## src/hdl/puct_ram.sv

```systemverilog
module puct_ram #(
  parameter int WIDTH = 8,
  parameter int DEPTH = 16
) (
  input  logic                     clk,
  input  logic                     we,
  input  logic [$clog2(DEPTH)-1:0] waddr,
  input  logic [WIDTH-1:0]         wdata,
  input  logic [$clog2(DEPTH)-1:0] raddr,
  output logic [WIDTH-1:0]         rdata
);

  logic [WIDTH-1:0] mem [DEPTH];

  always_ff @(posedge clk) begin
    if (we) begin
      mem[waddr] <= wdata;
    end
    rdata <= mem[raddr];
  end

endmodule

```

## config.mk

```make
export PLATFORM = sky130hd
export DESIGN_NAME = puct_ram
export DESIGN_NICKNAME = d
export VERILOG_FILES = /design/src/hdl/puct_ram.sv
export SDC_FILE = /design/constraint.sdc
export NUM_CORES = 1
export LEC_CHECK = 0
export ABC_CLOCK_PERIOD_IN_PS = 1900
export BUFFER_PORTS_ARGS = -buffer_cell sky130_fd_sc_hd__buf_2
export CORE_MARGIN = 2
export CORE_UTILIZATION = 54
export CTS_CLUSTER_DIAMETER = 200
export DETAILED_ROUTE_END_ITERATION = 7
export HOLD_SLACK_MARGIN = 0.05
export PLACE_DENSITY = 0.78
export SETUP_SLACK_MARGIN = 0.4
export SLEW_MARGIN = 5
export SYNTH_ARGS = -nofsm -noshare
export SYNTH_HDL_FRONTEND = slang
export SYNTH_SLANG_ARGS = --single-unit
```

## constraint.sdc

```tcl
create_clock -name clk -period 1.9 [get_ports clk]
set_input_delay 0.38 -clock clk [delete_from_list [all_inputs] [get_ports clk]]
set_output_delay 0.38 -clock clk [all_outputs]
set_load 0.1 [all_outputs]
```

# [Word-level counts from Yosys, hierarchy flattened]
# Memory sizes are Yosys's and may differ from the RTL's. A register that Yosys moved wholly into a read port is not among the register bits.
# Cells that the tools add are included.
[word_totals] mem_count=1 word_cells=3 out_inout_bits=8 ram_bits=128 inputBits=18 ff_bits=0
[mem_list] memory="mem" depth=16 word_bits=8 read_ports=1 rd_ports_with_merged_regs=1 write_ports=1 line="13" rtl="logic [WIDTH-1:0] mem [DEPTH];"
[classes] n_mux=2
[op_table] op="$mux 1" count=2

# [Longest topological paths before layout]
# Gate-level depths: netlist of the first run.
[depth] word_depth=2 depth_mapped=5 depth_no_buf=3

# [Least setup slack after synthesis of the first run]
# No wires, ideal clock.
[synth_path] path_type="input-to-reg" from="in waddr[2]" to="mem mem[0][0] (enable)" path_slack_ps=27 arrival_ps=1490 path_buffers=0 setup_ps=383 cell_stages=2 cell_sequence="or3b_2 nor3_1"
[synth_rtl] element="from (decl)" line="7" rtl="input logic [$clog2(DEPTH)-1:0] waddr,"
[synth_rtl] element="to (decl)" line="13"
# Straight into the memory's write port.

# [Final worst setup path of the first run]
[layout_path] from="reg rdata[6] (read register of mem)" to="out rdata[6]"
[layout_rtl] element="from (decl)" line="10" rtl="output logic [WIDTH-1:0] rdata"
# No word-level cell between the ends.

==> impl_metrics.toml, run 1 <==
[timing]
fin_setup_tns_ps = 0
hold_viol_final = 0
max_freq_mhz = 675
report.final.slew_viol_count = 0
tightest_slew_ps = 481
finalClockSkew_ps = 9.51
rsz0062_at_grt = "true"
period_minus_slack_ps = 1480
maxSlewHeadroom = 0.678
setup_viol = 0
timing.final.ws_setup_ps = 419
fin_crit_sh = 0.779

[finish]
n_antenna_cell = 0
final_util = 0.677
fillers = 566
mostFrequentLayoutCell = "edfxtp_1"
layout-drive-gt1-share = 0.361
layout.nets = 301
final_cell_area_um2 = 6260
stdcell_count = 425
regArea_um2 = 4010
syn_to_final_growth_pct = 21.6
multi_input_area_um2 = 1090
final_cell_mix = "edfxtp_1, mux4_2, buf_2, buf_4, clkbuf_16"

[cts]
clock-root-buffer = "clkbuf_8"
post_cts_buffers = 0
cts_buffer_depth = 2
cts_tree = "built"
cts_made_buffers = 17
clkSinkCount = 136
clock_latency_ps = 510
postCtsHoldBufs = 0
htreeDepth = 4
path_clk_slew_ps = 60

[grt]
antenna_found_initial = 0
grt_max_degree = 33
grt_pass1_wl_mm = 15.2
grt_pass1_vias = 2522
track_usage = 0.217
grt_overflow = 0

[synthesis]
synth-seq-cells = 136
syn-num-nets = 247
synth_cell_types = 19
synth-edff-count = 128
synth-seq-area-share = 0.778
yosys_warnings = 0
synthCells = 229
synthArstFlopShare = 0
synthFlopType = "edfxtp_1"
avgSynthCellArea_um2 = 22.5
syn_area_um2 = 5150

[floorplan]
io_pins = 26
start_util = 0.557
die-area_um2 = 10300
rows = 35
core_um2 = 9240
die_y_um = 102
die_w_um = 102

[routing]
wl_per_cell_um = 23.2
drtIter0Drc = 265
drt_wl_total_mm = 9.88
firstDrtPassIters = 5
dr_wl_met2_mm = 4.77
vias = 2504
ant_nets = 0
drc = 0
dr_wl_met3_um = 802
vias_per_cell = 5.89
topRoutingLayerUsed = "met4"
met1Wirelength_mm = 4.23

[power_and_ir_drop]
power_density_nw_per_um2 = 1140
cellLeakagePower_nw = 2.13
peakVddDrop_v = 0.000644

[critical_path]
crit_type = "reg2out"
end_kind = "output port"
slowest_delay_ps = 380
cpMaxStageDelayCell = "dfxtp_2"
startpoint = "rdata[6]$_DFF_P_"
critical-path-top-delay-family = "flip-flops"
start_kind = "register"
crit_required_ps = 1520
cp_max_fo = 1
crit_chain = "buf_8"
arrival_ps = 1100
timing.critical_path.buf_inv = 1
r2r-start = "mem[5][3]$_DFFE_PP_"

[place]
place_hpwl_mm = 6.06
port_buffers = 25
place_congestion = 0.757
post_dp_cell_area_um2 = 5570
placed_cells = 393
pre_cts_ws_ps = 92.4

[min_path]
hp-start = "wdata[7]"
min_path_type = "in2reg"

[run]
maxCapViolations = 0

[status]
status = "completed"
worst reg2reg max path, stage by stage (launching register included):
cell	delay [ps]
edfxtp_1	420
mux4_1	600
a22oi_2	180
nand2_1	70
area by class of cell:
| class | count | share of cell area |
|---|---|---|
| clock inverter | 14 | 0.0276 |
| multi-input combinational | 83 | 0.175 |
| clock buffer | 18 | 0.0684 |
| tap | 129 | 0.0258 |
| timing repair buffer | 45 | 0.0628 |
| sequential | 136 | 0.641 |
logic make-up after synthesis:
kind of cell,count (synthesis),synth area share
AO/OA/AOI/OAI,16,0.0233
buffers and inverters,10,0.0168
multiplexers,32,0.150
flip-flops,136,0.778
AND/OR/NAND/NOR,35,0.0318
metal layers:
| metal | GRT usage | vias to the layer above |
|---|---|---|
| met1 | 0.309 | 1286 |
| met4 | 0.0728 | 0 |
| met5 | 0 | - |
| met3 | 0.0690 | 5 |
| li1 | - | 1089 |
| met2 | 0.324 | 124 |
per-stage QoR:
stage               hold WS (ps)  power (W)
floorplan                    479    0.00375
global placement             653    0.00389
detailed placement           673    0.00391
CTS                          230    0.00717
global route                 238    0.00735
finish                       250    0.00711
power breakdown:
group          internal (W)  leakage (nW)  switching [W]
clock               0.00204         0.280        0.00118
sequential          0.00336          1.22      0.0000313
combinational      0.000183         0.623       0.000323
worst paths after layout:
path	cells past startpoint	slack [ps]	end
hold / removal	1	250	mem[6][7]$_DFFE_PP_
hold reg to reg	3	680	rdata[0]$_DFF_P_
setup / recovery	1	420	rdata[6]
setup reg to reg	3	510	rdata[3]$_DFF_P_
repair_timing:
action,4_1_cts,5_1_grt
pin swaps,0,0
cloned,0,0
resized for setup,22,6
setup endpoints to repair,8,5
registers in the layout, summed over array words and instances (netlist names):
name   cells
mem      128
rdata      8
synthesized netlist by cell type (2+ instances only):
library cell       n  area share
clkdlybuf4s25_2    3      0.0058
nand2b_1           2      0.0024
mux4_1            14       0.071
buf_2              3      0.0029
dfxtp_1            8       0.031
nand3b_1           2      0.0029
nand2_1            9      0.0066
mux4_2            18       0.079
a22oi_1           16       0.023
nor2_1            13      0.0095
nor3_1             4      0.0039
buf_6              3      0.0066
edfxtp_1         128        0.75
Note: power is estimated with default switching activity, not from simulation.
==> inputs of run 2 (changes only) <==
ABC_AREA = 1   (was unset)
ABC_CLOCK_PERIOD_IN_PS = 1400   (was 1900)
CORE_UTILIZATION = 58   (was 54)
PLACE_DENSITY = 0.8   (was 0.78)
clock period = 1.4 ns   (was 1.9 ns; I/O delays follow)
==> impl_metrics.toml, run 2 <==
[timing]
hold_viol_final = 0
period_minus_slack_ps = 1330
finalClockSkew_ps = 4.30
tightest_slew_ps = 496
setup_viol = 0
fin_setup_tns_ps = 0
report.final.slew_viol_count = 0
rsz0062_at_grt = "true"
max_freq_mhz = 753
maxSlewHeadroom = 0.669
fin_crit_sh = 0.948

[critical_path]
timing.critical_path.buf_inv = 1
r2r_setup_slack_ps = 390
arrival_ps = 1050
cp_max_fo = 1
start_kind = "register"
cpMaxStageDelayCell = "dfxtp_2"
crit_required_ps = 1120
crit_type = "reg2out"
crit_chain = "buf_12"
critical-path-top-delay-family = "flip-flops"
slowest_delay_ps = 350
end_kind = "output port"

[cts]
clock_latency_ps = 520
cts_buffer_depth = 2
post_cts_buffers = 0
htreeDepth = 4
clkSinkCount = 136
path_clk_slew_ps = 60
postCtsHoldBufs = 0
clock-root-buffer = "clkbuf_8"
cts_tree = "built"
cts_made_buffers = 17

[synthesis]
synthArstFlopShare = 0
synthCells = 551
syn-num-nets = 569
synth_cell_types = 12
synth-seq-area-share = 0.694
synthXorXnorAreaFrac = 0
synth_area_leaders = "edfxtp_1, nand2_1, nand3_1, inv_1, dfxtp_1"
yosysMostFrequentCell = "nand2_1"
syn_area_um2 = 5770
avgSynthCellArea_um2 = 10.5
synth_compound_area_frac = 0
synth-seq-cells = 136
synth-edff-count = 128
synth_top_area_frac = 0.667
synthSimpleGateAreaFrac = 0.210
synth_top_area_cell = "edfxtp_1"
synthMuxAreaShare = 0
yosys-top-cells-count = "nand2_1, edfxtp_1, inv_1"
yosys_warnings = 0
synth_fa_ha_area_frac = 0
synth_top_family_by_area = "simple AND/OR/NAND/NOR gates"
synthFlopType = "edfxtp_1"

[power_and_ir_drop]
peakVddDrop_v = 0.00101
cellLeakagePower_nw = 3.05
power_w = 0.0101
power_density_nw_per_um2 = 1400

[grt]
grt_overflow = 0
grt_pass1_vias = 3963
grt_pass1_wl_mm = 20.8
grt_max_degree = 43
track_usage = 0.261
antenna_found_initial = 0

[min_path]
min_path_type = "in2reg"

[place]
port_buffers = 25
placed_cells = 703
place_hpwl_mm = 8.21
place_congestion = 0.930

[finish]
mostFrequentLayoutCell = "nand2_1"
n_antenna_cell = 0
syn_to_final_growth_pct = 24.7
largestRegisters = "mem x128, rdata x8"
regArea_um2 = 4010
stdcell_count = 735
final_cell_mix = "nand2_1, edfxtp_1, inv_1"
regMostFlops = "mem"
layout.nets = 607
multi_input_area_um2 = 1590
largest_reg_flops = 128
layout-drive-gt1-share = 0.271
fillers = 622

[routing]
drtIter0Drc = 245
ant_nets = 0
firstDrtPassIters = 5
vias_per_cell = 5.42
wl_per_cell_um = 18.3
drt_wl_total_mm = 13.4
vias = 3981
drc = 0

[floorplan]
die_w_um = 104
io_pins = 26
die_y_um = 104
die-area_um2 = 10800
start_util = 0.593
rows = 36
core_um2 = 9730

[status]
status = "completed"

[run]
maxCapViolations = 0
## run 2: cell type report
type | instances | area share
multi-input cells | 289 | 0.221
flip-flops and latches | 136 | 0.558
clock buffers | 17 | 0.0576
well taps | 133 | 0.0231
inverters | 102 | 0.0532
repair buffers | 43 | 0.0598
clock inverters | 15 | 0.0268
## run 2: cell families after synthesis
family / count (synthesis)
simple gates: 289
flops: 136
buf+inv: 126
## run 2: worst paths after layout
kind | from | endpoint | depth (start not counted)
setup / recovery | rdata[1]$_DFF_P_ | rdata[1] | 1
setup reg to reg | mem[1][7]$_DFFE_PP_ | rdata[7]$_DFF_P_ | 6
hold / removal | raddr[3] | rdata[7]$_DFF_P_ | 3
hold reg to reg | mem[9][0]$_DFFE_PP_ | rdata[0]$_DFF_P_ | 6
## run 2: what timing repair did
| item | CTS | global route |
|---|---|---|
| setup endpoints to repair | 11 | 16 |
| resized for setup | 37 | 52 |
| pin swaps | 0 | 21 |
## run 2: tightest hold or removal path: cells and delay by family
kind,cells,cell delay [ps]
buffers and inverters,1,190
AND/OR/NAND/NOR,2,140
## run 2: power breakdown
part           internal, W  leakage (nW)  switching (W)
combinational     0.000294          1.55       0.000657
clock              0.00275         0.283        0.00176
sequential         0.00456          1.22      0.0000431
## run 2: metal layers
metal | vias up | track usage | share of wire
met5 | - | 0 | 0
met4 | 0 | 0.107 | 0.028
met3 | 28 | 0.0604 | 0.067
met2 | 185 | 0.453 | 0.53
met1 | 1916 | 0.317 | 0.38
li1 | 1852 | - | -
## run 2: through the flow
stage	setup slack, ps	hold slack, ps	area (um^2)	util
finish	72.6	136	7190	0.739
detailed placement	-33.1	655	6200	0.637
floorplan	246	379	5890	-
global placement	28.5	627	6200	0.637
global route	40.1	118	7190	0.739
CTS	55.4	108	6950	0.715
