## src/hdl/puct_pkg.sv

```systemverilog
package puct_pkg;

  localparam int MOVE_W    = 14;
  localparam int PRIOR_W   = 16;
  localparam int VALUE_W   = 16;
  localparam int GAIN_W    = 16;
  localparam int NODE_W    = 32;
  localparam int ROOT_W    = 32;
  localparam int CP_W      = 32;
  localparam int WIDE_W    = 64;
  localparam int Q_W       = 32;
  localparam int Q_SHIFT   = 16;
  localparam int E_SHIFT   = 13;
  localparam int E_W       = WIDE_W - E_SHIFT;
  localparam int SCORE_W   = E_W + 2;
  localparam int OUT_CNT_W = 24;
  localparam int STATUS_W  = 2;
  localparam int DIV_CNT_W = 7;

  localparam logic [GAIN_W-1:0]    GAIN_RESET = 16'd4096;
  localparam logic [NODE_W-1:0]    NODE_ONE   = 32'd1;
  localparam logic [NODE_W-1:0]    NODE_MAX   = 32'hFFFF_FFFF;
  localparam logic [DIV_CNT_W-1:0] Q_ITERS    = 7'd32;
  localparam logic [DIV_CNT_W-1:0] E_ITERS    = 7'd64;

  localparam logic [STATUS_W-1:0] ST_OK     = 2'd0;
  localparam logic [STATUS_W-1:0] ST_EMPTY  = 2'd1;
  localparam logic [STATUS_W-1:0] ST_ABSENT = 2'd2;

  typedef enum logic [2:0] {
    CMD_CLEAR    = 3'd0,
    CMD_LOAD     = 3'd1,
    CMD_START    = 3'd2,
    CMD_COMPLETE = 3'd3,
    CMD_SELECT   = 3'd4,
    CMD_QUERY    = 3'd5
  } cmd_t;

  typedef enum logic [3:0] {
    S_INIT,
    S_IDLE,
    S_CLR,
    S_UPD,
    S_SQRT,
    S_SEL_RD,
    S_SEL_CHK,
    S_SEL_MUL,
    S_SEL_DIVQ,
    S_SEL_EST,
    S_SEL_DIVE,
    S_SEL_CMP
  } state_t;

endpackage

```

## src/hdl/puct_isqrt.sv

```systemverilog
module puct_isqrt
  import puct_pkg::*;
(
  input  logic              clk,
  input  logic              rst_n,
  input  logic              start,
  input  logic [NODE_W-1:0] radicand_hi,
  output logic              done,
  output logic [ROOT_W-1:0] root
);

  logic                  busy_r, busy_nxt;
  logic                  done_r, done_nxt;
  logic [4:0]            cnt_r, cnt_nxt;
  logic [WIDE_W-1:0]     rad_r, rad_nxt;
  logic [ROOT_W+1:0]     rem_r, rem_nxt;
  logic [ROOT_W-1:0]     root_r, root_nxt;
  logic [ROOT_W+3:0]     rem_s;
  logic [ROOT_W+1:0]     trial;

  always_comb begin
    rem_s    = {rem_r, rad_r[WIDE_W-1 -: 2]};
    trial    = {root_r, 2'b01};
    busy_nxt = busy_r;
    done_nxt = 1'b0;
    cnt_nxt  = cnt_r;
    rad_nxt  = rad_r;
    rem_nxt  = rem_r;
    root_nxt = root_r;
    if (start) begin
      busy_nxt = 1'b1;
      cnt_nxt  = '0;
      rad_nxt  = {radicand_hi, {(WIDE_W-NODE_W){1'b0}}};
      rem_nxt  = '0;
      root_nxt = '0;
    end else if (busy_r) begin
      rad_nxt = {rad_r[WIDE_W-3:0], 2'b00};
      cnt_nxt = cnt_r + 5'd1;
      if (rem_s >= (ROOT_W+4)'(trial)) begin
        rem_nxt  = (ROOT_W+2)'(rem_s - (ROOT_W+4)'(trial));
        root_nxt = {root_r[ROOT_W-2:0], 1'b1};
      end else begin
        rem_nxt  = (ROOT_W+2)'(rem_s);
        root_nxt = {root_r[ROOT_W-2:0], 1'b0};
      end
      if (cnt_r == 5'd31) begin
        busy_nxt = 1'b0;
        done_nxt = 1'b1;
      end
    end
  end

  always_ff @(posedge clk) begin
    if (!rst_n) begin
      busy_r <= 1'b0;
      done_r <= 1'b0;
    end else begin
      busy_r <= busy_nxt;
      done_r <= done_nxt;
    end
  end

  always_ff @(posedge clk) begin
    cnt_r  <= cnt_nxt;
    rad_r  <= rad_nxt;
    rem_r  <= rem_nxt;
    root_r <= root_nxt;
  end

  assign done = done_r;
  assign root = root_r;

endmodule

```

## config.mk

```make
export PLATFORM = sky130hd
export DESIGN_NAME = puct_isqrt
export DESIGN_NICKNAME = d
export VERILOG_FILES = /design/src/hdl/puct_pkg.sv /design/src/hdl/puct_isqrt.sv
export SDC_FILE = /design/constraint.sdc
export NUM_CORES = 1
export LEC_CHECK = 0
export BUFFER_PORTS_ARGS = -buffer_cell sky130_fd_sc_hd__buf_2
export CELL_PAD_IN_SITES_DETAIL_PLACEMENT = 1
export CELL_PAD_IN_SITES_GLOBAL_PLACEMENT = 1
export CORE_MARGIN = 2
export CORE_UTILIZATION = 45
export CTS_CLUSTER_DIAMETER = 40
export CTS_CLUSTER_SIZE = 28
export DETAILED_ROUTE_END_ITERATION = 8
export GPL_TIMING_DRIVEN = 0
export PLACE_DENSITY = 0.88
export SYNTH_ARGS = -nofsm -noshare
export SYNTH_HDL_FRONTEND = slang
export SYNTH_SLANG_ARGS = --single-unit
export TNS_END_PERCENT = 1
```

## constraint.sdc

```tcl
create_clock -name clk -period 4 [get_ports clk]
set_clock_uncertainty 0.1 [all_clocks]
set_input_delay 0.8 -clock clk [delete_from_list [all_inputs] [get_ports clk]]
set_output_delay 0.8 -clock clk [all_outputs]
set_load 0.02 [all_outputs]
```

Word level (Yosys, flattened, before mapping)
Cells that the tools add are included.
- RAM bits: 0
- bits in registers: 105
- output and inout bits: 33
- ROM bits: 0
- bits in latches: 0
- memories: 0
- reduce and logical (&&, ||, !) cells: 2
- shift operators: 0
- muxes and demuxes: 8
- divide/modulo/power cells: 0
- add/subtract/negate cells: 2
- bitwise gates (word level): 2
- magnitude comparators: 1
- multiply operators: 0
- equality and inequality tests: 1
- operators by type and width (operator ; count):
    64-bit 2-to-1 mux ; 2
    36-bit by 34-bit greater-or-equal comparator with 1-bit output ; 1
    34-bit 2-to-1 mux ; 1
    34-bit subtractor ; 1
    5-bit by 1-bit adder with 5-bit output (second input constant) ; 1
    5-bit == test (second input constant) ; 1
    1-bit 2-to-1 mux ; 5
    3-bit OR reduction ; 1
    1-bit inverter ; 2
    2-bit nonzero test ; 1

Longest topological paths before layout
- depth in word-level cells: 4
- depth in mapped cells: 14
- depth with buffers taken out: 11

Worst setup path after synthesis
OpenSTA, ideal clock, no wires.
- kind: reg-to-reg
- from: register root_r[23] (netlist: root[23])
- to: register rem_r[26]
- setup slack: 1050 ps
- stages on the path, launching flop included: 14
- arrival time: 2761 ps
- library setup time: 88 ps
- data required time: 3812 ps
- period minus slack after synthesis: 2950 ps
- cells stage by stage: dfxtp_1 inv_1 ha_1 buf_2 nand4_1 inv_1 nand4_1 or4_4 o21ai_2 a2111oi_4 and2_4 buf_6 a311o_1 a311oi_2
- cells in the longest elaborated chain, start to end: 2
- elaborated cells between the ends (all ways): 3
- RTL lines (item ; line ; RTL):
    from (decl) ; puct_isqrt.sv:17 ; logic [ROOT_W-1:0] root_r, root_nxt;
    from (signal assigned) ; puct_isqrt.sv:67 ; root_r <= root_nxt;
    34-bit subtractor or 36-bit by 34-bit greater-or-equal comparator with 1-bit output (tied branches) ; puct_isqrt.sv:40, puct_isqrt.sv:39 ;
    34-bit 2-to-1 mux * ; puct_isqrt.sv:39 ; if (rem_s >= (ROOT_W+4)'(trial)) begin
    to (signal assigned) ; puct_isqrt.sv:66 ; rem_r <= rem_nxt;
    to (decl) ; puct_isqrt.sv:16 ; logic [ROOT_W+1:0] rem_r, rem_nxt;
Mark *: on every way between the ends. The rest lies on a longest branch, timed or not.
A chain may end at the register's enable or synchronous reset.

Final worst setup path
- from: register root_r[0] (netlist: root[0])
- to: register rem_r[4]
The elaborated chain is that of the path after synthesis.

==> impl_results.md <==
* Critical path arrival at 3.83 ns
* Detailed Routing Iterations Pass 1 at 4
* Count of input and output buffers at 66
* Pwr/cell area at 932.2 nW/um^2
* Largest net degree at the start of global routing at 34
* IO Count at 68
* Vias at 5299
* Post-route DRC violation count at 0
* Cts repair resizes at 0
* Tmin final at 3.711 ns
* Largest stage delay on the critical path at 0.41 ns
* Top cells by area, synth: dfxtp_1 24%, edfxtp_1 16%, ha_1 7.4%
* Vias in the first global route at 5680
* Crit. End Element: register
* Top cell type by total area after synthesis: dfxtp_1
* Outcome: finished, final reports clean
* Total power at 6.470 mW
* Synth top area share at 0.2408
* Root buffer cell: clkbuf_16
* Setup Buffers After CTS at 0
* Crit path launch type: register
* Synth Register Bits at 105
* Antenna Violating Nets Remaining at 0
* Req. time, crit path at 4.12 ns
* Drt via density at 5.772
* Clock tree buffer depth at 2
* CTS Buf Count at 9
* Most frequent cells in the layout: 73 x dfxtp_1, 72 x buf_2, 71 x nor2_1, 70 x nand2_1, 48 x inv_1
* Fmax at 269.5 MHz
* Crit Path Class: reg -> reg
* VDD IR-drop max at 0.4762 mV
* Cts hold-fix bufs at 0
* CTS tree: yes
* Remaining global-route overflow at 0
* Reg2reg end: rem_r[4]
* Buf/Inv on CP at 2
* First-pass GRT wire length at 29480 um
* Hold Path End: rem_r[8]
* Drt total wl at 18790 um
* GPL Wtd Cong at 0.9334
* Post-Synthesis Cells at 660
* Endpoints failing hold at 0
* Worst Tran Pin Value at 1.307 ns
* R2R Path Start: root[0]
* Top delay family on crit path: compound AO/OA/AOI/OAI gates
* Crit-path cells: inv_1 -> ha_1 -> nor2b_1 -> o31ai_2 -> a21oi_1 -> o31ai_1 -> nand4_1 -> nand3_1 -> nand2_4 -> buf_2 -> a31oi_1 -> o21ai_0
* Critical Path Source: root[0]
* Core area at 13190 sq um
* Clk pin slew, worst setup/hold paths at 0.08 ns
* Area Growth Syn to Fin at 14.35%
* Async SR Flop Fraction at 0
* Clock sinks at 105
* Tot GR Track Use at 0.2653
* DIE AREA at 14430 sq um
* Metal1 wirelength at 7666 um
* Synth Cell Area at 6070 sq um
* Die X at 120.1 um
* RSZ-0062 raised after global routing: false
* Syn avg cell area at 9.196 sq um
* Routed met2 length at 9764 um
* Hold Crit Depth at 2
* Initial antenna violation count at 0
* Sequential-to-total area share from yosys stat at 0.3991
* Sum Neg Setup Slack at 0 ns
* Met3 WL at 902 um
* Max-Cap Viols at 0
* Number of diodes at 0
* Crit-path slowest cell: o31ai_1
* Layout Utilization at 0.5262
* Worst Path Max Fanout at 10
* Detailed Place HPWL at 13200 um
* Main synth FF type: dfxtp_1
* Yosys warnings at 0
* Row count at 42
* Pleak at 2.923 nW
* Highest routed layer: met4
* 1st-iter DRT viols at 294
* Endpoints failing setup at 0
* Starting Density at 0.4602
* H-tree levels at 3
* Drt wl/cell at 20.47 um
* Count of cell types in the netlist at 61
* Synth Net Count at 731
* Clk_lat worst skew at 0.37 ns
* Max Transition Viols Final at 0
* R2R Setup Slk at 0.29 ns
* Post-synth EDFFs at 32
* Worst min path class: reg -> reg
* Layout cells sized above 1 at 0.1806
* Worst hold start: rem_r[8]
* Layout net count at 808
* Relative slew slack at 0.1279
* Commonest non-fill, non-tap cell in the layout: dfxtp_1
* Reg2Reg Depth at 12
* Chip height at 120.1 um
* Fin crit share at 0.9278
-- worst max path at each step --
stage	slack (ns)	endpoint	cells past startpoint
2_1_floorplan	1.05	rem_r[26]	13
3_3_place_gp	0.62	rem_r[30]	12
3_5_place_dp	0.47	rem_r[10]	13
4_1_cts	0.40	rem_r[17]	13
5_1_grt	0.10	rem_r[17]	13
6_report	0.29	rem_r[4]	12
-- final cells by class --
type / count / area [sq um]
Buffer: 30 / 136.4
Clock buffer: 9 / 225.2
Clock inverter: 7 / 95.09
Fill cell: 1551 / 6250
Inverter: 48 / 180.2
Multi-Input combinational cell: 477 / 3331
Sequential cell: 105 / 2422
Tap cell: 176 / 220.2
Timing Repair Buffer: 66 / 330.3
-- cells in the mapped netlist, types with 9 or more instances --
| master | count |
|---|---|
| nor2_1 | 71 |
| clkbuf_1 | 16 |
| ha_1 | 36 |
| xnor2_1 | 22 |
| a21oi_1 | 38 |
| a21o_1 | 10 |
| o21ai_0 | 32 |
| nand2_1 | 70 |
| inv_1 | 48 |
| mux2i_1 | 42 |
| a311oi_1 | 16 |
| nand3_1 | 11 |
| mux2_2 | 30 |
| dfxtp_1 | 73 |
| xor2_1 | 9 |
| edfxtp_1 | 32 |
-- registers in the layout, indices dropped and copies added (netlist names) --
| signal | count |
|---|---|
| rad_r | 32 |
| root | 32 |
| busy_r | 1 |
| rem_r | 34 |
| cnt_r | 5 |
| done | 1 |
-- cell families (layout without fill, tap and decap cells) --
logic type	after synthesis	in the layout	share of synthesized area
buffers and inverters	78	160	0.05215
xor gates and xnor gates	31	31	0.04473
adders and majority gates	36	36	0.07421
DFF	105	105	0.3991
and+or+nand+nor	187	187	0.1352
AOI/OAI and AO/OA	151	151	0.1697
muxes	72	72	0.1249
-- where the power goes --
part | total [mW] | internal [mW] | switching (mW) | leakage, nW
logic | 4.06 | 1.58 | 2.47 | 1.85
clock network | 0.991 | 0.511 | 0.480 | 0.160
registers | 1.42 | 1.28 | 0.146 | 0.918
total | 6.47 | 3.37 | 3.10 | 2.92
-- routing by layer --
metal	up-vias	track usage
li1	2503	-
met1	2618	0.3081
met2	139	0.4815
met3	39	0.05086
met4	0	0.09706
met5	-	0
-- metrics by stage --
step	setup WS [ns]	hold WS, ns	instance area [sq um]	cells
detailed placement	0.4700	0.3906	6620	902
floorplan	1.050	0.3427	6070	660
finish	0.2889	0.3962	6940	918
global route	0.1031	0.4362	6940	918
global placement	0.6200	0.3695	6620	902
CTS	0.3966	0.4011	6940	918
-- worst reg2reg max path: cells and delay by family, from the launching register on --
family / cells / cell delay [ns]
simple gates: 4 / 0.95
buf+inv: 2 / 0.37
fa+ha+maj: 1 / 0.39
flops: 1 / 0.40
compound gates: 5 / 1.35
(Power assumes the default switching activity.)
