### config.mk
export PLATFORM = sky130hd
export DESIGN_NAME = puct_div
export DESIGN_NICKNAME = d
export VERILOG_FILES = /design/src/hdl/puct_pkg.sv /design/src/hdl/puct_div.sv
export SDC_FILE = /design/constraint.sdc
export NUM_CORES = 1
export LEC_CHECK = 0
export BUFFER_PORTS_ARGS = -buffer_cell sky130_fd_sc_hd__buf_2
export CORE_ASPECT_RATIO = 0.9
export CORE_UTILIZATION = 53
export CTS_CLUSTER_DIAMETER = 30
export DETAILED_ROUTE_END_ITERATION = 8
export GPL_TIMING_DRIVEN = 0
export MAX_ROUTING_LAYER = met4
export PLACE_DENSITY = 0.89
export SKIP_CTS_REPAIR_TIMING = 1
export SLEW_MARGIN = 20
export SYNTH_ARGS = -nofsm -noshare
export SYNTH_HDL_FRONTEND = slang
export SYNTH_SLANG_ARGS = --single-unit
### constraint.sdc
create_clock -name clk -period 3.3 [get_ports clk]
set_input_delay 0.33 -clock clk [delete_from_list [all_inputs] [get_ports clk]]
set_output_delay 0.33 -clock clk [all_outputs]
set_load 0.01 [all_outputs]
### src/hdl/puct_pkg.sv
package puct_pkg;

  localparam int MOVE_W    = 14;
  localparam int PRIOR_W   = 16;
  localparam int VALUE_W   = 16;
  localparam int GAIN_W    = 16;
  localparam int NODE_W    = 32;
  localparam int ROOT_W    = 32;
  localparam int CP_W      = 32;
  localparam int WIDE_W    = 64;
  localparam int Q_W       = 32;
  localparam int Q_SHIFT   = 16;
  localparam int E_SHIFT   = 13;
  localparam int E_W       = WIDE_W - E_SHIFT;
  localparam int SCORE_W   = E_W + 2;
  localparam int OUT_CNT_W = 24;
  localparam int STATUS_W  = 2;
  localparam int DIV_CNT_W = 7;

  localparam logic [GAIN_W-1:0]    GAIN_RESET = 16'd4096;
  localparam logic [NODE_W-1:0]    NODE_ONE   = 32'd1;
  localparam logic [NODE_W-1:0]    NODE_MAX   = 32'hFFFF_FFFF;
  localparam logic [DIV_CNT_W-1:0] Q_ITERS    = 7'd32;
  localparam logic [DIV_CNT_W-1:0] E_ITERS    = 7'd64;

  localparam logic [STATUS_W-1:0] ST_OK     = 2'd0;
  localparam logic [STATUS_W-1:0] ST_EMPTY  = 2'd1;
  localparam logic [STATUS_W-1:0] ST_ABSENT = 2'd2;

  typedef enum logic [2:0] {
    CMD_CLEAR    = 3'd0,
    CMD_LOAD     = 3'd1,
    CMD_START    = 3'd2,
    CMD_COMPLETE = 3'd3,
    CMD_SELECT   = 3'd4,
    CMD_QUERY    = 3'd5
  } cmd_t;

  typedef enum logic [3:0] {
    S_INIT,
    S_IDLE,
    S_CLR,
    S_UPD,
    S_SQRT,
    S_SEL_RD,
    S_SEL_CHK,
    S_SEL_MUL,
    S_SEL_DIVQ,
    S_SEL_EST,
    S_SEL_DIVE,
    S_SEL_CMP
  } state_t;

endpackage

### src/hdl/puct_div.sv
module puct_div
  import puct_pkg::*;
#(
  parameter int DVW = 25
) (
  input  logic                 clk,
  input  logic                 rst_n,
  input  logic                 start,
  input  logic [DVW-1:0]       rem_init,
  input  logic [WIDE_W-1:0]    dividend,
  input  logic [DVW-1:0]       divisor,
  input  logic [DIV_CNT_W-1:0] iters,
  output logic                 done,
  output logic [WIDE_W-1:0]    quotient
);

  logic                 busy_r, busy_nxt;
  logic                 done_r, done_nxt;
  logic [DIV_CNT_W-1:0] left_r, left_nxt;
  logic [DVW-1:0]       rem_r, rem_nxt;
  logic [WIDE_W-1:0]    sh_r, sh_nxt;
  logic [DVW-1:0]       divisor_r, divisor_nxt;
  logic [DVW:0]         trial;
  logic                 ge;

  always_comb begin
    trial       = {rem_r, sh_r[WIDE_W-1]};
    ge          = trial >= {1'b0, divisor_r};
    busy_nxt    = busy_r;
    done_nxt    = 1'b0;
    left_nxt    = left_r;
    rem_nxt     = rem_r;
    sh_nxt      = sh_r;
    divisor_nxt = divisor_r;
    if (start) begin
      busy_nxt    = 1'b1;
      left_nxt    = iters;
      rem_nxt     = rem_init;
      sh_nxt      = dividend;
      divisor_nxt = divisor;
    end else if (busy_r) begin
      rem_nxt  = ge ? DVW'(trial - {1'b0, divisor_r}) : DVW'(trial);
      sh_nxt   = {sh_r[WIDE_W-2:0], ge};
      left_nxt = left_r - DIV_CNT_W'(1);
      if (left_r == DIV_CNT_W'(1)) begin
        busy_nxt = 1'b0;
        done_nxt = 1'b1;
      end
    end
  end

  always_ff @(posedge clk) begin
    if (!rst_n) begin
      busy_r <= 1'b0;
      done_r <= 1'b0;
    end else begin
      busy_r <= busy_nxt;
      done_r <= done_nxt;
    end
  end

  always_ff @(posedge clk) begin
    left_r    <= left_nxt;
    rem_r     <= rem_nxt;
    sh_r      <= sh_nxt;
    divisor_r <= divisor_nxt;
  end

  assign done     = done_r;
  assign quotient = sh_r;

`ifndef NO_ASSERTIONS
  a_no_restart: assert property (@(posedge clk) disable iff (!rst_n)
    start |-> !busy_r) else $error("divider restarted while busy");
  a_done_after_busy: assert property (@(posedge clk) disable iff (!rst_n)
    done_r |-> $past(busy_r)) else $error("divider done without work");
  a_rem_bound: assert property (@(posedge clk) disable iff (!rst_n)
    busy_r |-> rem_r < divisor_r) else $error("partial remainder out of range");
`endif

endmodule

== After elaboration in Yosys (flattened, before gate mapping) ==
Index checks and enable logic that the tools add are counted.

* Input bits: 124
* Flip-flop bits (word level): 123

* $lt $le $gt $ge: 1
* Eq/ne operators: 1
* Muxes and demuxes: 11
* Add/sub/neg operators: 2
* Reductions and logical operators: 2
* Bitwise gates (word level): 2

{| class="wikitable"
|+ Operators with widths
! cell !! count
|-
| $mux W64 || 2
|-
| $mux W25 || 3
|-
| $ge A26 B25 Y1 || 1
|-
| $sub A25 B25 Y25 || 1
|-
| $mux W7 || 2
|-
| $eq A7 B1 Y1 const B || 1
|-
| $sub A7 B1 Y7 const B || 1
|-
| $mux W1 || 4
|-
| $reduce_or A3 Y1 || 1
|-
| $not A1 Y1 || 2
|-
| $reduce_bool A2 Y1 || 1
|}

== Logic depth before layout (Yosys ltp) ==
* Depth in word-level cells: 4
* Depth in mapped cells: 13
* Mapped depth without buffers: 12

== Least setup slack after synthesis ==
No wires, ideal clock.

* Kind: register to register
* From: reg sh_r[63] (netlist: quotient[63])
* To: reg rem_r[6] (data pin)
* Buffers on the path: 0
* Path slack: 474 ps
* Data arrival time: 2566 ps
* Cell stages (with the launch flop): 12
* Cells stage by stage: edfxtp_1 -> inv_1 -> ha_1 -> inv_1 -> fa_1 -> a211oi_1 -> o31a_1 -> or3_4 -> nand4_1 -> a21oi_4 -> mux2_1 -> mux2_2

* Word-level cells in the longest chain between the ends: 4
* Elaborated cells between the ends (all ways): 5
* Classes of those cells: 1 x add/sub; 1 x order compare; 3 x mux

{| class="wikitable"
|+ RTL lines
! item !! RTL line !! source
|-
| start: declaration || puct_div.sv:21 || <nowiki>logic [WIDE_W-1:0] sh_r, sh_nxt;</nowiki>
|-
| start signal: assignment || puct_div.sv:65 || <nowiki>sh_r <= sh_nxt;</nowiki>
|-
| $sub A25 B25 Y25 or $ge A26 B25 Y1 (tied branches) || puct_div.sv:42, puct_div.sv:28 ||
|-
| $mux W25 (*) || puct_div.sv:42 || <nowiki>rem_nxt = ge ? DVW'(trial - {1'b0, divisor_r}) : DVW'(trial);</nowiki>
|-
| $mux W25 (*) || puct_div.sv:41 || <nowiki>end else if (busy_r) begin</nowiki>
|-
| $mux W25 (*) || puct_div.sv:35 || <nowiki>if (start) begin</nowiki>
|-
| named net rem_nxt[6] || puct_div.sv:20 || <nowiki>logic [DVW-1:0] rem_r, rem_nxt;</nowiki>
|-
| end signal: assignment || puct_div.sv:64 || <nowiki>rem_r <= rem_nxt;</nowiki>
|-
| end: declaration || puct_div.sv:20 ||
|}

Mark *: on every way through the listed nets, which the timed path passes. The rest lies on a longest branch. The select of a mux whose other input is x is not followed.
A chain may end at the register's enable or synchronous reset.

== Worst setup path after layout ==
* From: reg sh_r[63] (netlist: quotient[63])
* To: reg rem_r[9] (data pin)

The elaborated chain is that of the path after synthesis.

==> flow_results.org <==
** Placement
- After detailed placement, the total cell area comes to 7740 um2.
- Before CTS, the worst setup slack after placement is 0.0485 ns.
- The congestion estimate from routability-driven global placement came to 0.885.
- Sum of net half-perimeters after detailed placement :: 11900 um
- The count of buffers added on input and output ports is 188.

** Layout
- The area growth from synthesis to layout is 27.2%.
- Of the cells placed in the final design, the portion with a size suffix greater than 1 is 40.9%.
- Finished layout cell area :: 8340 um2
- Final Net Count :: 884

** Detailed routing
- After the first detailed-routing iteration, the DRC count stood at 337.
- Drt via density :: 5.58
- Pre-antenna DRT Iters :: 5
- Dividing the detail-routed wire length by the instance count gives 18.6 um.
- After detailed routing, the total wire length is 16900 um.
- Summing over every cut layer, the via total after detailed routing is 5064.
- DR DRC count :: 0
- Post-route antenna net violation count :: 0

** Logic synthesis
- Counting distinct cell types in the post-synthesis netlist gives 57.
- Sequential share of the synthesized area :: 56.1%
- Post-Synthesis Net Count :: 672
- Share of synthesized registers carrying an async set or reset :: 0%
- Number of warnings printed during yosys synthesis :: 0
- Number of flops mapped to enable cells by yosys :: 121
- Most used flip-flop cell after synthesis :: sky130_fd_sc_hd__edfxtp_1
- In this run, synthesis produced a sequential element count of 123.
- The synthesized netlist occupies a cell area of 6550 um2.
- Cell count after synthesis :: 520
- Average cell area after synthesis :: 12.6 um2

** Min path
- The min-delay analysis places its worst path in the category input port to flip-flop.

** Timing
- Final hold violation count :: 0
- Fin Setup TNS :: 0 ns
- Total of endpoints with negative setup slack in the final report :: 0
- The final number of max-transition violations came to 0.
- Post-route fraction of the period consumed by the critical path :: 97.5%
- The clock period could shrink to 3.22 ns.
- Based on the critical path, the design can be clocked at up to 0.311 GHz.
- Worst Skew :: 0.0102 ns
- Fin worst setup slack :: 0.0829 ns
- Transition time at the pin with the least slew margin :: 0.804 ns
- Worst rel slew slack :: 46.4%

** Die
- 189 I/O pins were placed.
- Width of the die :: 119 um
- The floorplan step defined a die boundary enclosing 12800 um2.
- Once the floorplan was initialized, standard cells occupied 54.5% of the core.
- After floorplanning, the core was divided into 38 placement rows.
- Core area :: 12000 um2
- Height of the chip :: 107 um

** Clocking
- The longest clock path from root to sink contains 2 buffers.
- The root buffer cell chosen for the clock tree is sky130_fd_sc_hd__clkbuf_16.
- The H-tree generated during clock tree synthesis spans 4 levels.
- For the worst-skew pair, the clock arrives at the later sink with an insertion delay of 0.42 ns.
- Counting the buffers created by CTS gives 17.
- After clock tree synthesis, the clock-pin slew on the worst setup and hold paths is 0.06 ns.
- The clock drives 123 sinks.
- TritonCTS clock tree :: built

** Worst setup path
- In this run the worst path has a maximum fanout of 10.
- The worst setup path is launched from a flip-flop.
- By startpoint and endpoint, the worst setup path is classified as flip-flop to flip-flop.
- Slowest Stage Delay on Critical Path :: 0.45 ns
- Family with the most delay on the worst path :: compound AO/OA/AOI/OAI gates
- Data on the critical path is required at its endpoint by 3.46 ns.
- Traced cell by cell, the critical path runs through inv_1 > ha_1 > inv_1 > fa_1 > a211oi_2 > o31a_1 > or3_4 > nand4_1 > a21oi_4 > buf_4 > nor2_2 > a221o_1.
- The worst setup path is captured at a flip-flop.
- The critical path contains buffers and inverters numbering 3 combined.
- Critical Path Most Common Cell :: sky130_fd_sc_hd__inv_1
- On the critical path, the stage with the largest delay is an instance of sky130_fd_sc_hd__fa_1.
- Crit path DAT :: 3.37 ns

** Global routing
- The first global-routing pass estimated 25800 um of wire.
- Total track usage :: 27.4%
- Number of global-route vias before repair :: 5221
- Grt ovf :: 0
- Number of antenna violations at the first check in global routing :: 2
- Maximum number of pins on one net before global-route repair :: 40

** Outcome
- The flow ran to the end, and the final reports show no timing, DRC or antenna violations.

** Power and ir drop
- Part of the power in the clock network :: 30.2%
- Cell internal pwr :: 0.00387 W
- Net switching is 32.6% of the power.
- Power spent charging and discharging nets :: 0.00187 W
- Per report_power, the sequential group accounts for 37.4% of the total.
- Peak supply drop :: 0.390 mV
- Power density cells :: 688 nW/um2
- Combinational logic is responsible for 32.4% of the overall power.
- In this run the static leakage power is 3.58 nW.

** Job
- Across the run, the number of max-cap violations was 0.
worst reg2reg max path, stage by stage (launching register included):
cell and delay, ns:
sky130_fd_sc_hd__edfxtp_1 0.42, sky130_fd_sc_hd__inv_1 0.09, sky130_fd_sc_hd__ha_1 0.16, sky130_fd_sc_hd__inv_1 0.05, sky130_fd_sc_hd__fa_1 0.45, sky130_fd_sc_hd__a211oi_2 0.26
sky130_fd_sc_hd__o31a_1 0.19, sky130_fd_sc_hd__or3_4 0.15, sky130_fd_sc_hd__nand4_1 0.21, sky130_fd_sc_hd__a21oi_4 0.30, sky130_fd_sc_hd__buf_4 0.24, sky130_fd_sc_hd__nor2_2 0.10
sky130_fd_sc_hd__a221o_1 0.34
state kept, by name, indices dropped and copies added (netlist names):
signal,count
quotient,64
divisor_r,25
rem_r,25
left_r,7
busy_r,1
done,1
power groups by stage:
stage               logic (W)  registers, W  clock network [W]
floorplan             0.00124       0.00218                  0
global placement      0.00170       0.00216                  0
detailed placement    0.00177       0.00216                  0
CTS                   0.00179       0.00214            0.00175
global route          0.00202       0.00217            0.00180
finish                0.00186       0.00214            0.00173
routing by layer:
layer	wire, um	global-route usage, %	part of all wire [%]
met1	6770	31.5	40
met2	8470	45.9	50
met3	1320	7.57	7.8
met4	316	10.5	1.9
met5	0	-	0
metrics by stage:
step | hold slack [ns] | total power, W | instances | util (%)
final | 0.0876 | 0.00574 | 907 | 69.3
after global routing | 0.0736 | 0.00599 | 907 | 69.3
after CTS | 0.0742 | 0.00568 | 902 | 68.9
after detailed placement | 0.428 | 0.00394 | 870 | 64.3
after floorplan | 0.404 | 0.00342 | 520 | -
after global placement | 0.417 | 0.00387 | 868 | 64.0
layout by cell type, fill, tap and decap left out, types with 3 or more instances in the layout:
master                       count
sky130_fd_sc_hd__buf_2         188
sky130_fd_sc_hd__edfxtp_1      121
sky130_fd_sc_hd__mux2_2         69
sky130_fd_sc_hd__inv_1          40
sky130_fd_sc_hd__nand2_1        34
sky130_fd_sc_hd__a21oi_1        29
sky130_fd_sc_hd__ha_1           27
sky130_fd_sc_hd__nor2_1         22
sky130_fd_sc_hd__clkbuf_16      17
sky130_fd_sc_hd__o21ai_0        16
sky130_fd_sc_hd__clkbuf_1       15
sky130_fd_sc_hd__xnor2_1        14
sky130_fd_sc_hd__o21ai_1        14
sky130_fd_sc_hd__xor2_1         10
sky130_fd_sc_hd__a21o_1         10
sky130_fd_sc_hd__a211oi_1        7
sky130_fd_sc_hd__a221o_1         6
sky130_fd_sc_hd__and3_1          5
sky130_fd_sc_hd__and3b_1         5
sky130_fd_sc_hd__o21a_1          4
sky130_fd_sc_hd__nand2b_1        4
sky130_fd_sc_hd__buf_4           4
sky130_fd_sc_hd__a21boi_1        4
sky130_fd_sc_hd__clkinv_1        4
sky130_fd_sc_hd__clkinv_4        4
sky130_fd_sc_hd__nor3_1          3
sky130_fd_sc_hd__nand4_1         3
sky130_fd_sc_hd__nand3_1         3
sky130_fd_sc_hd__nor4_1          3
sky130_fd_sc_hd__o211ai_1        3
sky130_fd_sc_hd__a31oi_1         3
sky130_fd_sc_hd__nor2b_1         3
sky130_fd_sc_hd__mux2i_1         3
sky130_fd_sc_hd__clkinvlp_4      3
final timing paths:
check | startpoint | endpoint | slack, ns | cells past startpoint
worst max-delay path | quotient[63] | rem_r[9] | 0.08 | 12
worst min-delay path | divisor[22] | divisor_r[22] | 0.09 | 1
worst max register to register | quotient[63] | rem_r[9] | 0.08 | 12
worst min register to register | busy_r | done | 0.44 | 2
logic make-up after synthesis:
family	share of synthesized area, %
compound gates	11.5
buf+inv	3.46
mux	12.7
fa+ha+maj	5.46
flops	56.1
xor+xnor	3.21
simple gates	7.69
cell type report:
cell class / count / area [um2]
inverters: 40 / 150
repair buffers: 192 / 996
fillers: 859 / 3690
clock buffers: 17 / 425
diodes: 2 / 5.00
well taps: 160 / 200
clock inverters: 15 / 125
multi-input cells: 339 / 2680
flip-flops and latches: 123 / 3670
plain buffers: 19 / 86.3
cells in the mapped netlist (all sizes together), types with 2 or more instances:
| cell | count | area (um2) |
|---|---|---|
| edfxtp | 121 | 3630 |
| mux2 | 71 | 800 |
| inv | 40 | 150 |
| nand2 | 35 | 134 |
| a21oi | 30 | 161 |
| o21ai | 30 | 150 |
| ha | 27 | 338 |
| nor2 | 23 | 88.8 |
| clkbuf | 15 | 56.3 |
| xnor2 | 14 | 123 |
| a21o | 10 | 75.1 |
| xor2 | 10 | 87.6 |
| a211oi | 8 | 60.1 |
| a221o | 6 | 60.1 |
| and3 | 5 | 31.3 |
| and3b | 5 | 43.8 |
| a21boi | 4 | 30.0 |
| buf | 4 | 20.0 |
| nand2b | 4 | 25.0 |
| nor4 | 4 | 31.3 |
| o21a | 4 | 30.0 |
| a311oi | 3 | 32.5 |
| a31oi | 3 | 18.8 |
| mux2i | 3 | 30.0 |
| nand3 | 3 | 15.0 |
| nand4 | 3 | 18.8 |
| nor2b | 3 | 18.8 |
| nor3 | 3 | 15.0 |
| o211ai | 3 | 22.5 |
| or3 | 3 | 23.8 |
| dfxtp | 2 | 40.0 |
| nor3b | 2 | 15.0 |
| o221ai | 2 | 23.8 |
| or2 | 2 | 12.5 |
| or4 | 2 | 15.0 |
(Power assumes the default switching activity.)
